## config.mk

```make
export PLATFORM = sky130hd
export DESIGN_NAME = cbqs_decide
export DESIGN_NICKNAME = d
export VERILOG_FILES = /design/src/cbqs_pkg.sv /design/src/cbqs_decide.sv
export SDC_FILE = /design/constraint.sdc
export NUM_CORES = 1
export LEC_CHECK = 0
export BUFFER_PORTS_ARGS = -buffer_cell sky130_fd_sc_hd__buf_2
export CAP_MARGIN = 20
export CORE_UTILIZATION = 64
export DETAILED_ROUTE_END_ITERATION = 10
export PLACE_DENSITY = 0.82
export SKIP_CTS_REPAIR_TIMING = 1
export SYNTH_ARGS = -nofsm -noshare
export SYNTH_HDL_FRONTEND = slang
export SYNTH_SLANG_ARGS = --single-unit
```

## constraint.sdc

```tcl
create_clock -name clk -period 9.9 [get_ports clk]
set_clock_uncertainty 0.1 [all_clocks]
set_input_delay 2.97 -clock clk [delete_from_list [all_inputs] [get_ports clk]]
set_output_delay 2.97 -clock clk [all_outputs]
set_load 0.005 [all_outputs]
```

## src/cbqs_pkg.sv

```systemverilog
package cbqs_pkg;

	localparam int CODE_W    = 8;
	localparam int INDEX_W   = 8;
	localparam int RND_W     = 16;
	localparam int FRAC_BITS = 16;

	localparam logic CMD_LOAD  = 1'b0;
	localparam logic CMD_QUANT = 1'b1;

	typedef struct packed {
		logic               valid;
		logic               cmd;
		logic [INDEX_W-1:0] entry_index;
		logic [RND_W-1:0]   rnd;
	} ctl_t;

endpackage

```

## src/cbqs_decide.sv

```systemverilog
module cbqs_decide #(
	parameter int N = 256,
	parameter int V = 18
) (
	input  logic                       clk,
	input  logic                       arst_n,
	input  logic                       en,
	input  logic                       mode,
	input  cbqs_pkg::ctl_t             ctl_i,
	input  logic [V-1:0]               value_i,
	input  logic [V-1:0]               x_i,
	input  logic [$clog2(N)-1:0]       pivot_i,
	input  logic [$clog2(N)-1:0]       lo_idx_i,
	input  logic [$clog2(N)-1:0]       hi_idx_i,
	input  logic [V-1:0]               lo_i,
	input  logic [V-1:0]               hi_i,
	input  logic [V-1:0]               val_i,
	output logic                       out_valid,
	output logic [cbqs_pkg::CODE_W-1:0] code
);
	import cbqs_pkg::*;

	localparam int IW  = $clog2(N);
	localparam int TOP = N - 1;

	logic [V-1:0]  e0_q;
	logic [V-1:0]  etop_q;
	logic          wr;

	logic [V-1:0]  lo_e;
	logic [V-1:0]  hi_e;
	logic          gt;
	logic [V:0]    x2;
	logic [V:0]    sum_hi;
	logic [V:0]    sum_lo;
	logic [IW-1:0] near;
	logic [V:0]    d;
	logic [V:0]    full;

	logic          v_s1;
	logic          q_s1;
	logic [RND_W-1:0] rnd_s1;
	logic [IW-1:0] near_s1;
	logic [IW-1:0] pivot_s1;
	logic [IW-1:0] outer_s1;
	logic [V:0]    dist_s1;
	logic [V:0]    full_s1;

	logic [V+RND_W-1:0]   prod;
	logic [IW-1:0]        pick;
	logic                 v_q;
	logic [CODE_W-1:0]    code_q;

	assign wr = ctl_i.valid && (ctl_i.cmd == CMD_LOAD);

	always_ff @(posedge clk) begin
		if (en && wr) begin
			if (32'(ctl_i.entry_index) == 0) begin
				e0_q <= value_i;
			end
			if (32'(ctl_i.entry_index) == TOP) begin
				etop_q <= value_i;
			end
		end
	end

	always_comb begin
		hi_e   = (hi_idx_i == IW'(TOP)) ? etop_q : hi_i;
		lo_e   = (lo_idx_i == '0) ? e0_q : lo_i;
		gt     = $signed(x_i) > $signed(val_i);
		x2     = {x_i, 1'b0};
		sum_hi = {hi_e[V-1], hi_e} + {val_i[V-1], val_i};
		sum_lo = {lo_e[V-1], lo_e} + {val_i[V-1], val_i};
		if (gt) begin
			near = ($signed(x2) > $signed(sum_hi)) ? hi_idx_i : pivot_i;
			d    = {hi_e[V-1], hi_e} - {x_i[V-1], x_i};
			full = {hi_e[V-1], hi_e} - {val_i[V-1], val_i};
		end else begin
			near = ($signed(x2) < $signed(sum_lo)) ? lo_idx_i : pivot_i;
			d    = {lo_e[V-1], lo_e} - {x_i[V-1], x_i};
			full = {val_i[V-1], val_i} - {lo_e[V-1], lo_e};
		end
	end

	always_ff @(posedge clk or negedge arst_n) begin
		if (!arst_n) begin
			v_s1 <= 1'b0;
		end else if (en) begin
			v_s1 <= ctl_i.valid && (ctl_i.cmd == CMD_QUANT);
		end
	end

	always_ff @(posedge clk) begin
		if (en) begin
			q_s1     <= mode;
			rnd_s1   <= ctl_i.rnd;
			near_s1  <= near;
			pivot_s1 <= pivot_i;
			outer_s1 <= gt ? hi_idx_i : lo_idx_i;
			dist_s1  <= d[V] ? (~d + 1'b1) : d;
			full_s1  <= full;
		end
	end

	always_comb begin
		prod = (V + RND_W)'(rnd_s1) * (V + RND_W)'(full_s1[V-1:0]);
		if (!q_s1) begin
			pick = near_s1;
		end else if (full_s1 == '0) begin
			pick = pivot_s1;
		end else if (full_s1[V]) begin
			pick = outer_s1;
		end else begin
			pick = ({1'b0, prod} >= {dist_s1, {FRAC_BITS{1'b0}}}) ? outer_s1 : pivot_s1;
		end
	end

	always_ff @(posedge clk or negedge arst_n) begin
		if (!arst_n) begin
			v_q <= 1'b0;
		end else if (en) begin
			v_q <= v_s1;
		end
	end

	always_ff @(posedge clk) begin
		if (en) begin
			code_q <= CODE_W'(pick);
		end
	end

	assign out_valid = v_q;
	assign code      = code_q;

endmodule

```

==> run_results.csv <==
group,metric,value,unit
routing,firstDrtPassIters,6,
die,coreArea,0.0316,mm²
critical_path,crit_path_end_kind,"flop",
cells_and_area,layout_commonest_cell,"inv_1",
logic_synthesis,ys_warn_count,0,
die,die_y,181,µm
clock_tree,cts_tree,"done",
cells_and_area,layout_common_cells,"inv_1, ha_1, nand2_1",
logic_synthesis,ys_seq_elements,125,
logic_synthesis,synth_cells,2206,
clock_tree,cts_max_path_buffers,2,
cells_and_area,diodes,0,
critical_path,path_max_fanout,17,
global_route,grt_pass1_vias,17100,
die,chipWidth,181,µm
hold_path,hold_class,"flop to flop",
logic_synthesis,async_reset_ff_share,1.60,%
timing,fin_setup_tns,0,ps
global_route,antenna_found_initial,1,
cells_and_area,final_nets,2972,
cells_and_area,num-fill-cells,2370,
critical_path,slowest_delay,740,ps
critical_path,cp_data_arrival_time,9510,ps
status,status,"completed",
critical_path,start_kind,"flop",
timing,rsz0062_at_grt,"false",
critical_path,worst_path_most_repeated_cell,"fa_1",
die,io_pins,153,
logic_synthesis,syn_nets,2847,
placed_design,port_buffers,152,
timing,hold_violations,0,
logic_synthesis,synthFlopType,"edfxtp_1",
cells_and_area,multiInputGateArea,0.0153,mm²
placed_design,gp_congestion,0.937,
critical_path,cp_data_required_time,9990,ps
cells_and_area,final_layout_size_suffix_gt1_share,12.6,%
routing,via_per_inst,5.97,
job,maxCapViolCount,0,
timing,post-route-period-util,95.1,%
routing,drc,0,
die,placementRows,65,
cells_and_area,syn_to_final_growth,8.81,%
timing,setup_viol,0,
critical_path,criticalPathCategory,"flop to flop",
critical_path,crit_slowest_cell,"edfxtp_1",
clock_tree,clkSinkCount,125,
routing,wire_per_inst,19.1,µm
die,start_util,65.1,%
clock_tree,htree_num_levels,4,
timing,tightest_slew,1140,ps
logic_synthesis,seq_area_frac_synth,18.2,%
timing,max_freq,106,MHz
cells_and_area,regArea,0.00374,mm²
global_route,grt_max_degree,65,
clock_tree,clk_latency,450,ps
global_route,grt_pass1_wl,85300,µm
routing,wirelength,52300,µm
clock_tree,cts_buffers,17,
routing,ant_nets,0,
routing,drtIter0Drc,1258,
logic_synthesis,netlist_area,0.0206,mm²
timing,finalCriticalPeriod,9410,ps
timing,slew_violations,0,
routing,vias,16400,
clock_tree,clk_pin_slew,60,ps
clock_tree,root_buffer,"clkbuf_16",
global_route,grt_remaining_overflow,0,
placed_design,dpl.hpwl,42200,µm
die,die-area,0.0329,mm²
timing,timing.slew.headroom,22.0,%
logic_synthesis,synth_edf_count,123,
global_route,track_usage,33.3,%
logic_synthesis,ys_types,79,
logic_synthesis,synth.avg_cell_area,9.34,µm²
==> per-layer routing <==
metal | wire, µm | part of all wire, % | global-route usage [%] | vias up
met2 | 25800 | 49 | 57.7 | 728
li1 | - | - | - | 7612
met5 | 13 | 0.025 | 0 | -
met3 | 3530 | 6.7 | 5.86 | 120
met1 | 21100 | 40 | 41.5 | 7942
met4 | 1840 | 3.5 | 12.5 | 2
==> critical path, delay by kind of cell, from the launching register on <==
kind,cells,cell delay [ps]
adder cells (fa/ha/maj),8,3570
AO/OA/AOI/OAI,12,3120
flip-flops,1,740
AND/OR/NAND/NOR,5,740
multiplexers,2,700
buffers and inverters,3,170
==> logic make-up (layout without fill, tap and decap cells) <==
logic type / count (synthesis) / after routing / synth area share [%]
and+or+nand+nor: 613 / 613 / 14.7
adders and majority gates: 497 / 497 / 38.5
buffers and inverters: 422 / 560 / 7.71
AOI/OAI and AO/OA: 347 / 347 / 11.4
DFF: 125 / 125 / 18.2
xor gates and xnor gates: 111 / 111 / 4.72
muxes: 91 / 91 / 4.87
==> sequential cells by signal, summed over array words and instances (netlist names) <==
| name | flops |
|---|---|
| dist_s1 | 19 |
| full_s1 | 19 |
| e0_q | 18 |
| etop_q | 18 |
| rnd_s1 | 16 |
| code | 8 |
| near_s1 | 8 |
| outer_s1 | 8 |
| pivot_s1 | 8 |
| out_valid | 1 |
| q_s1 | 1 |
| v_s1 | 1 |
==> stage by stage <==
step	area [µm²]	hold WS, ps	cells	setup WS (ps)	util [%]
2_1_floorplan	20600	379	2206	1380	-
3_3_place_gp	21700	388	2701	801	68.7
6_report	22400	420	2746	487	70.8
3_5_place_dp	21700	396	2701	588	68.7
4_1_cts	22300	415	2733	464	70.5
5_1_grt	22400	421	2746	11.8	70.8
==> final cells by class <==
cell class / count / share of cell area (%)
clock buffers: 18 / 1.91
clock inverters: 14 / 0.715
inverters: 348 / 5.83
multi-input cells: 1659 / 68.3
flip-flops and latches: 125 / 16.7
well taps: 402 / 2.24
repair buffers: 180 / 4.34
==> synthesized netlist by cell type (all sizes together), types with 31 or more instances <==
| library cell | instances | area (µm²) |
|---|---|---|
| nand2 | 237 | 890 |
| ha | 270 | 3380 |
| xnor2 | 86 | 753 |
| mux2 | 60 | 679 |
| a21oi | 100 | 504 |
| and2 | 127 | 795 |
| nor3 | 31 | 155 |
| clkbuf | 67 | 251 |
| nor2 | 80 | 303 |
| edfxtp | 123 | 3690 |
| a21o | 50 | 375 |
| fa | 227 | 4540 |
| o21ai | 60 | 312 |
| inv | 347 | 1300 |
==> path summary, 6_finish.rpt <==
| check | from | endpoint | slack [ps] | cells after the start |
|---|---|---|---|---|
| worst min register to register | out_valid | out_valid | 420 | 1 |
| min in group asynchronous | arst_n | v_s1 | 2200 | 1 |
| worst max register to register | full_s1[9] | code[4] | 490 | 30 |
| worst max-delay path | full_s1[9] | code[4] | 490 | 30 |
| worst min-delay path | out_valid | out_valid | 420 | 1 |
| max in group asynchronous | arst_n | out_valid | 7410 | 1 |
Power is left out: the tool's default activity adds up to more than one toggle a clock period on the data nets, which glitch-free logic cannot reach.
