`src/cbqs_pkg.sv`:
```
package cbqs_pkg;

	localparam int CODE_W    = 8;
	localparam int INDEX_W   = 8;
	localparam int RND_W     = 16;
	localparam int FRAC_BITS = 16;

	localparam logic CMD_LOAD  = 1'b0;
	localparam logic CMD_QUANT = 1'b1;

	typedef struct packed {
		logic               valid;
		logic               cmd;
		logic [INDEX_W-1:0] entry_index;
		logic [RND_W-1:0]   rnd;
	} ctl_t;

endpackage

```
`src/cbqs_level.sv`:
```
module cbqs_level #(
	parameter int N   = 256,
	parameter int V   = 18,
	parameter int LVL = 0
) (
	input  logic                    clk,
	input  logic                    arst_n,
	input  logic                    en,
	input  cbqs_pkg::ctl_t          ctl_i,
	input  logic [V-1:0]            value_i,
	input  logic [V-1:0]            x_i,
	input  logic [$clog2(N)-1:0]    pivot_i,
	input  logic [$clog2(N)-1:0]    lo_idx_i,
	input  logic [$clog2(N)-1:0]    hi_idx_i,
	input  logic [V-1:0]            lo_i,
	input  logic [V-1:0]            hi_i,
	input  logic [V-1:0]            val_i,
	output cbqs_pkg::ctl_t          ctl_o,
	output logic [V-1:0]            value_o,
	output logic [V-1:0]            x_o,
	output logic [$clog2(N)-1:0]    pivot_o,
	output logic [$clog2(N)-1:0]    lo_idx_o,
	output logic [$clog2(N)-1:0]    hi_idx_o,
	output logic [V-1:0]            lo_o,
	output logic [V-1:0]            hi_o,
	output logic [V-1:0]            val_o
);
	import cbqs_pkg::*;

	localparam int IW    = $clog2(N);
	localparam int START = N / 2 - 1;
	localparam int STEP  = (LVL == 0) ? 0 : ((N / 4) >> (LVL - 1));

	logic [V-1:0]  mem [N];
	logic [IW-1:0] pivot_n;
	logic [IW-1:0] lo_idx_n;
	logic [IW-1:0] hi_idx_n;
	logic [V-1:0]  lo_n;
	logic [V-1:0]  hi_n;
	logic          wr;

	always_comb begin
		pivot_n  = pivot_i;
		lo_idx_n = lo_idx_i;
		hi_idx_n = hi_idx_i;
		lo_n     = lo_i;
		hi_n     = hi_i;
		if (LVL == 0) begin
			pivot_n = IW'(START);
		end else if ($signed(x_i) > $signed(val_i)) begin
			lo_idx_n = pivot_i;
			lo_n     = val_i;
			pivot_n  = pivot_i + IW'(STEP);
		end else begin
			hi_idx_n = pivot_i;
			hi_n     = val_i;
			pivot_n  = pivot_i - IW'(STEP);
		end
	end

	assign wr = ctl_i.valid && (ctl_i.cmd == CMD_LOAD) && (32'(ctl_i.entry_index) < N);

	always_ff @(posedge clk) begin
		if (en) begin
			if (wr) begin
				mem[IW'(ctl_i.entry_index)] <= value_i;
			end
			val_o <= mem[pivot_n];
		end
	end

	always_ff @(posedge clk or negedge arst_n) begin
		if (!arst_n) begin
			ctl_o <= '0;
		end else if (en) begin
			ctl_o <= ctl_i;
		end
	end

	always_ff @(posedge clk) begin
		if (en) begin
			value_o           <= value_i;
			x_o               <= x_i;
			pivot_o           <= pivot_n;
			lo_idx_o          <= lo_idx_n;
			hi_idx_o          <= hi_idx_n;
			lo_o              <= lo_n;
			hi_o              <= hi_n;
		end
	end

endmodule

```
`config.mk`:
```
export PLATFORM = sky130hd
export DESIGN_NAME = cbqs_level
export DESIGN_NICKNAME = d
export VERILOG_FILES = /design/src/cbqs_pkg.sv /design/src/cbqs_level.sv
export SDC_FILE = /design/constraint.sdc
export NUM_CORES = 1
export LEC_CHECK = 0
export BUFFER_PORTS_ARGS = -buffer_cell sky130_fd_sc_hd__buf_4
export CAP_MARGIN = 10
export CELL_PAD_IN_SITES_DETAIL_PLACEMENT = 1
export CELL_PAD_IN_SITES_GLOBAL_PLACEMENT = 1
export CORE_MARGIN = 4
export CORE_UTILIZATION = 37
export CTS_CLUSTER_SIZE = 8
export DETAILED_ROUTE_END_ITERATION = 10
export PLACE_DENSITY_LB_ADDON = 0.1
export SLEW_MARGIN = 20
export SYNTH_ARGS = -nofsm -noshare
export SYNTH_HDL_FRONTEND = slang
export SYNTH_MEMORY_MAX_BITS = 65536
export SYNTH_SLANG_ARGS = --single-unit
```
`constraint.sdc`:
```
create_clock -name clk -period 1.9 [get_ports clk]
set_clock_uncertainty 0.05 [all_clocks]
set_input_delay 0.095 -clock clk [delete_from_list [all_inputs] [get_ports clk]]
set_output_delay 0.095 -clock clk [all_outputs]
set_load 0.03 [all_outputs]
```
==> impl_metrics.tcl, run 1 <==
set metrics [dict create \
    place_inst 611 \
    setup_viol_count_final 0 \
    fin_crit_ps 1530 \
    multiInputGateArea_um2 393 \
    synth_most_common_cell "edfxtp_1" \
    cts.sinks 150 \
    rr_endpoint "ctl_o[14]$_DFFE_PN0P_" \
    clk_latency_ps 410 \
    setup.worst_path.end_class "register" \
    fmaxAchievable_mhz 654 \
    fin_nets 716 \
    synth.largest_area_cell "edfxtp_1" \
    crit_required_ps 1940 \
    cts_resized 0 \
    cts_tree "built" \
    ios 283 \
    cts.clk_slew.worst_paths_ps 60 \
    setup_ws_ps 371 \
    synth-seq-area-share_pct 90.2 \
    start_util_pct 38.1 \
    post-route-period-util_pct 80.5 \
    yosys-top-cells-area "edfxtp_1 (77%), dfrtp_1 (13%), mux2_2 (5.1%)" \
    slew_headroom_pct 62.9 \
    place.detailed.hpwl_um 9880 \
    synthFlopType "edfxtp_1" \
    fill_cells 1158 \
    synthCells 193 \
    slew_viol_final 0 \
    whs_ps 82.6 \
    antenna_found_initial 1 \
    dr.pass1.iters 4 \
    arrival_ps 1570 \
    synth_edf_count 124 \
    ctsHoldBuffers 115 \
    overflow 0 \
    area_growth_pct 78.5 \
    tightest_slew_ps 556 \
    gp_congestion 0.701 \
    antenna_left 0 \
    synth_seq_cells 150 \
    routed_wl_um 16700 \
    dp_slack_ps 501 \
    via_per_inst 4.41 \
    grt_pass1_vias 3759 \
    postSynthAreaPerCell_um2 25.1 \
    async_reset_ff_share_pct 17.3 \
    path_class "input port to register" \
    status "finished clean" \
    worstHoldPathType "input port to asynchronous set/reset pin" \
    synth_common_cells "edfxtp_1 (124), dfrtp_1 (26), mux2_2 (22)" \
    die_w_um 122 \
    drtIter0Drc 203 \
    synth_top_area_share_pct 76.8 \
    post_cts_buffers 0 \
    start_kind "input port" \
    num_rows 41 \
    coreArea_um2 12700 \
    cts_htree_levels 4 \
    worstReg2RegStart "ctl_o[14]$_DFFE_PN0P_" \
    dieArea_um2 15000 \
    cellPowerDensity_nw_per_um2 1030 \
    reg2reg_slack_ps 1060 \
    vias 3346 \
    drv_cap 0 \
    regArea_um2 4370 \
    cts_inserted_buffers 17 \
    setup-tns-final_ps 0 \
    finalHoldViolations 0 \
    grt_max_degree 99 \
    syn_area_um2 4850 \
    synth_cell_type_count 12 \
    rsz0062_at_grt "no" \
    grt_pass1_wl_um 24000 \
    p_leak_nw 3.65 \
    clock-root-buffer "clkbuf_16" \
    path_max_fanout 18 \
    r2r_cells 1 \
    clockBufferDepth 2 \
    drive_gt1_share_pct 51.9 \
    route.detailed.drc 0 \
    groute.usage.overall_pct 22.5 \
    ir_worst_vdd_mv 0.577 \
    post_drt_wl_per_cell_um 22.1 \
    power_w 0.00887 \
    fp.dieH_um 122 \
    final_cells 759 \
    synth_warnings 0 \
    io_buffer_count 248 \
]
## flip-flops by register name, summed over array words and instances, names as in the netlist
register,cells
ctl_o,26
mem,18
lo_o,18
lo_idx_o,8
hi_o,18
x_o,18
value_o,18
hi_idx_o,8
val_o,18
## worst max-delay path: stages
cell           delay, ps
dlygate4sd3_1        540
buf_4                140
nand4b_1             220
nor4_4               270
buf_4                300
## metal layers
layer  vias up  share of wire [%]  global-route usage (%)  wire length (µm)
met5         -                  0                       0                 0
met4         0                1.7                    8.47               283
met3        18                8.7                    8.11              1450
met2       168                 54                    40.3              9000
met1      1662                 36                    24.4              6010
li1       1498                  -                       -                 -
## logic make-up after synthesis
| logic type | share of synthesized area [%] |
|---|---|
| buffers and inverters | 2.12 |
| DFF | 90.2 |
| muxes | 6.35 |
| other | 0.155 |
| and+or+nand+nor | 1.14 |
## layout make-up
cell class              count  area share [%]
clock inverters            12            2.11
repair buffers            366            35.2
flip-flops and latches    150            50.6
diodes                      1          0.0289
well taps                 172            2.49
clock buffers              20            5.05
multi-input cells          38            4.54
## worst max-delay path by stage
stage / from / endpoint / slack, ps / cells past startpoint
final: ctl_i[24] / mem[127][5]$_DFFE_PP_ / 370 / 5
after global routing: ctl_i[24] / mem[127][1]$_DFFE_PP_ / 320 / 5
after CTS: ctl_i[24] / mem[127][1]$_DFFE_PP_ / 380 / 5
after detailed placement: ctl_i[24] / mem[127][1]$_DFFE_PP_ / 500 / 4
after global placement: ctl_i[24] / mem[127][15]$_DFFE_PP_ / 510 / 4
after floorplan: en / mem[127][0]$_DFFE_PP_ / 310 / 4
## placed cells by master, fill, tap and decap left out, types with 2 or more instances in the layout
cell type,n
conb_1,8
bufinv_16,5
clkinv_2,2
clkbuf_1,3
buf_4,250
dfrtp_1,26
clkinv_1,4
mux2_4,4
clkbuf_16,17
mux2_2,22
dlygate4sd3_1,115
edfxtp_1,124
## through the flow
| step | utilization (%) | area, µm² |
|---|---|---|
| 2_1_floorplan | - | 4870 |
| 3_3_place_gp | 54.1 | 6880 |
| 3_5_place_dp | 54.1 | 6880 |
| 4_1_cts | 68.0 | 8650 |
| 5_1_grt | 68.0 | 8650 |
| 6_report | 68.0 | 8650 |
## power breakdown
| part | leakage, nW | switching, W | internal [W] | total [W] |
|---|---|---|---|---|
| logic | 1.85 | 0.000769 | 0.000625 | 0.00139 |
| clock network | 0.298 | 0.00127 | 0.00231 | 0.00358 |
| registers | 1.50 | 0.0000941 | 0.00380 | 0.00390 |
| total | 3.65 | 0.00214 | 0.00674 | 0.00887 |
(Power assumes the default switching activity.)
==> run 2: changes to the inputs <==
--- a/config.mk
+++ b/config.mk
@@ -10,7 +10,7 @@
 export CELL_PAD_IN_SITES_DETAIL_PLACEMENT = 1
 export CELL_PAD_IN_SITES_GLOBAL_PLACEMENT = 1
 export CORE_MARGIN = 4
-export CORE_UTILIZATION = 37
+export CORE_UTILIZATION = 35
 export CTS_CLUSTER_SIZE = 8
 export DETAILED_ROUTE_END_ITERATION = 10
 export PLACE_DENSITY_LB_ADDON = 0.1
==> constraint.sdc (replaced) <==
create_clock -name clk -period 1.58 [get_ports clk]
set_clock_uncertainty 0.05 [all_clocks]
set_input_delay 0.079 -clock clk [delete_from_list [all_inputs] [get_ports clk]]
set_output_delay 0.079 -clock clk [all_outputs]
set_load 0.03 [all_outputs]
==> impl_metrics.tcl, run 2 (synthesis results as in run 1) <==
set metrics [dict create \
    drtIter0Drc 231 \
    dieArea_um2 15800 \
    coreArea_um2 13400 \
    p_leak_nw 3.61 \
    clock-root-buffer "clkbuf_16" \
    post_drt_wl_per_cell_um 20.4 \
    setup-tns-final_ps 0 \
    gp_congestion 0.743 \
    worstSetupStartpoint "ctl_i[24]" \
    path_class "input port to register" \
    place.detailed.hpwl_um 9370 \
    worstHoldPathType "input port to asynchronous set/reset pin" \
    final_cells 764 \
    area_growth_pct 77.0 \
    place_inst 616 \
    drv_cap 0 \
    start_kind "input port" \
    drive_gt1_share_pct 51.8 \
    cts_htree_levels 4 \
    path_max_fanout 18 \
    fp.dieH_um 126 \
    largest_reg_flops 26 \
    cellPowerDensity_nw_per_um2 1160 \
    crit_chain "dlygate4sd3_1 -> buf_4 -> nand4b_1 -> nor4_4 -> buf_12" \
    fin_crit_ps 1460 \
    routed_wl_um 15600 \
    crit_required_ps 1640 \
    start_util_pct 36.2 \
    cp.depth 5 \
    layout_common_cells "buf_4 (250), edfxtp_1 (124), dlygate4sd3_1 (115), dfrtp_1 (26), mux2_2 (22)" \
    r2r_cells 1 \
    worstReg2RegStart "ctl_o[5]$_DFFE_PN0P_" \
    grt_pass1_vias 3790 \
    critPathSlowestCell "dlygate4sd3_1" \
    via_per_inst 4.30 \
    die_w_um 126 \
    top_register "ctl_o" \
    final_common_cell "buf_4" \
    slowest_delay_ps 550 \
    slew_viol_final 0 \
    reg2reg_slack_ps 750 \
    finalHoldViolations 0 \
    cp_num_buf_inv 3 \
    ir_worst_vdd_mv 0.595 \
    cts_resized 0 \
    vias 3282 \
    rr_endpoint "ctl_o[5]$_DFFE_PN0P_" \
    path_delay_family "buffers and inverters" \
    grt_pass1_wl_um 23300 \
    endpoint "mem[127][15]$_DFFE_PP_" \
    overflow 0 \
    setup_viol_count_final 0 \
    route.detailed.drc 0 \
    io_buffer_count 248 \
    clockBufferDepth 2 \
    cts.clk_slew.worst_paths_ps 60 \
    cts.sinks 150 \
    fmaxAchievable_mhz 685 \
    fin_nets 717 \
    post-route-period-util_pct 92.3 \
    arrival_ps 1520 \
    status "finished clean" \
    cts_tree "built" \
    clk_latency_ps 410 \
    grt_max_degree 87 \
    antenna_found_initial 1 \
    dr.pass1.iters 4 \
    num_rows 42 \
    setup.worst_path.end_class "register" \
    cts_inserted_buffers 17 \
    ios 283 \
    antenna_left 0 \
    rsz0062_at_grt "no" \
    groute.usage.overall_pct 20.0 \
]
==> run 2: changes by cell type in the layout (fill, tap and decap cells not counted), sizes merged <==
cell | previous run | this run
clkinvlp | 1 | 3
bufinv | 5 | 1
clkbuf | 20 | 19
clkinv | 6 | 9
buf | 251 | 252
==> run 2: repair_timing <==
item / 4_1_cts / 5_1_grt
hold endpoints to repair: 158 / 0
hold buffers: 115 / 0
buffers inserted: 0 / 0
==> run 2: power breakdown <==
part / total (W) / leakage, nW / internal [W] / switching (W)
clock: 0.00364 / 0.248 / 0.00212 / 0.00152
combinational: 0.00166 / 1.86 / 0.000753 / 0.000906
sequential: 0.00468 / 1.50 / 0.00457 / 0.000104
==> run 2: worst min path at each step <==
| stage | from | to | slack [ps] | cells after the start |
|---|---|---|---|---|
| 6_report | arst_n | ctl_o[1]$_DFFE_PN0P_ | 60 | 2 |
| 3_5_place_dp | arst_n | ctl_o[7]$_DFFE_PN0P_ | -40 | 1 |
| 4_1_cts | arst_n | ctl_o[7]$_DFFE_PN0P_ | 50 | 2 |
| 5_1_grt | arst_n | ctl_o[7]$_DFFE_PN0P_ | 70 | 2 |
| 2_1_floorplan | arst_n | ctl_o[0]$_DFFE_PN0P_ | -270 | 0 |
| 3_3_place_gp | arst_n | ctl_o[7]$_DFFE_PN0P_ | -40 | 1 |
==> run 2: final cells by class <==
class	instances	area [µm²]
diodes	1	2.50
clock buffers	19	433
clock inverters	13	90.1
fillers	1229	4820
multi-input cells	38	393
flip-flops and latches	150	4370
well taps	176	220
repair buffers	367	3070
==> run 2: through the flow <==
stage / hold slack, ps / setup slack (ps) / cell area [µm²] / power [W] / util, %
CTS: 52.5 / 159 / 8580 / 0.0100 / 64.0
global placement: -37.9 / 263 / 6900 / 0.00612 / 51.5
detailed placement: -37.3 / 261 / 6900 / 0.00616 / 51.5
global route: 72.8 / 75.2 / 8580 / 0.0104 / 64.0
finish: 64.8 / 121 / 8580 / 0.00998 / 64.0
floorplan: -267 / 4.99 / 4870 / 0.00542 / -
==> run 2: metal layers <==
metal  track usage [%]  share of wire [%]  vias up
met5                 0              0.083        -
met3              8.04                8.4       20
met2              37.0                 56      171
met1              20.4                 34     1589
li1                  -                  -     1500
met4              6.44                1.7        2
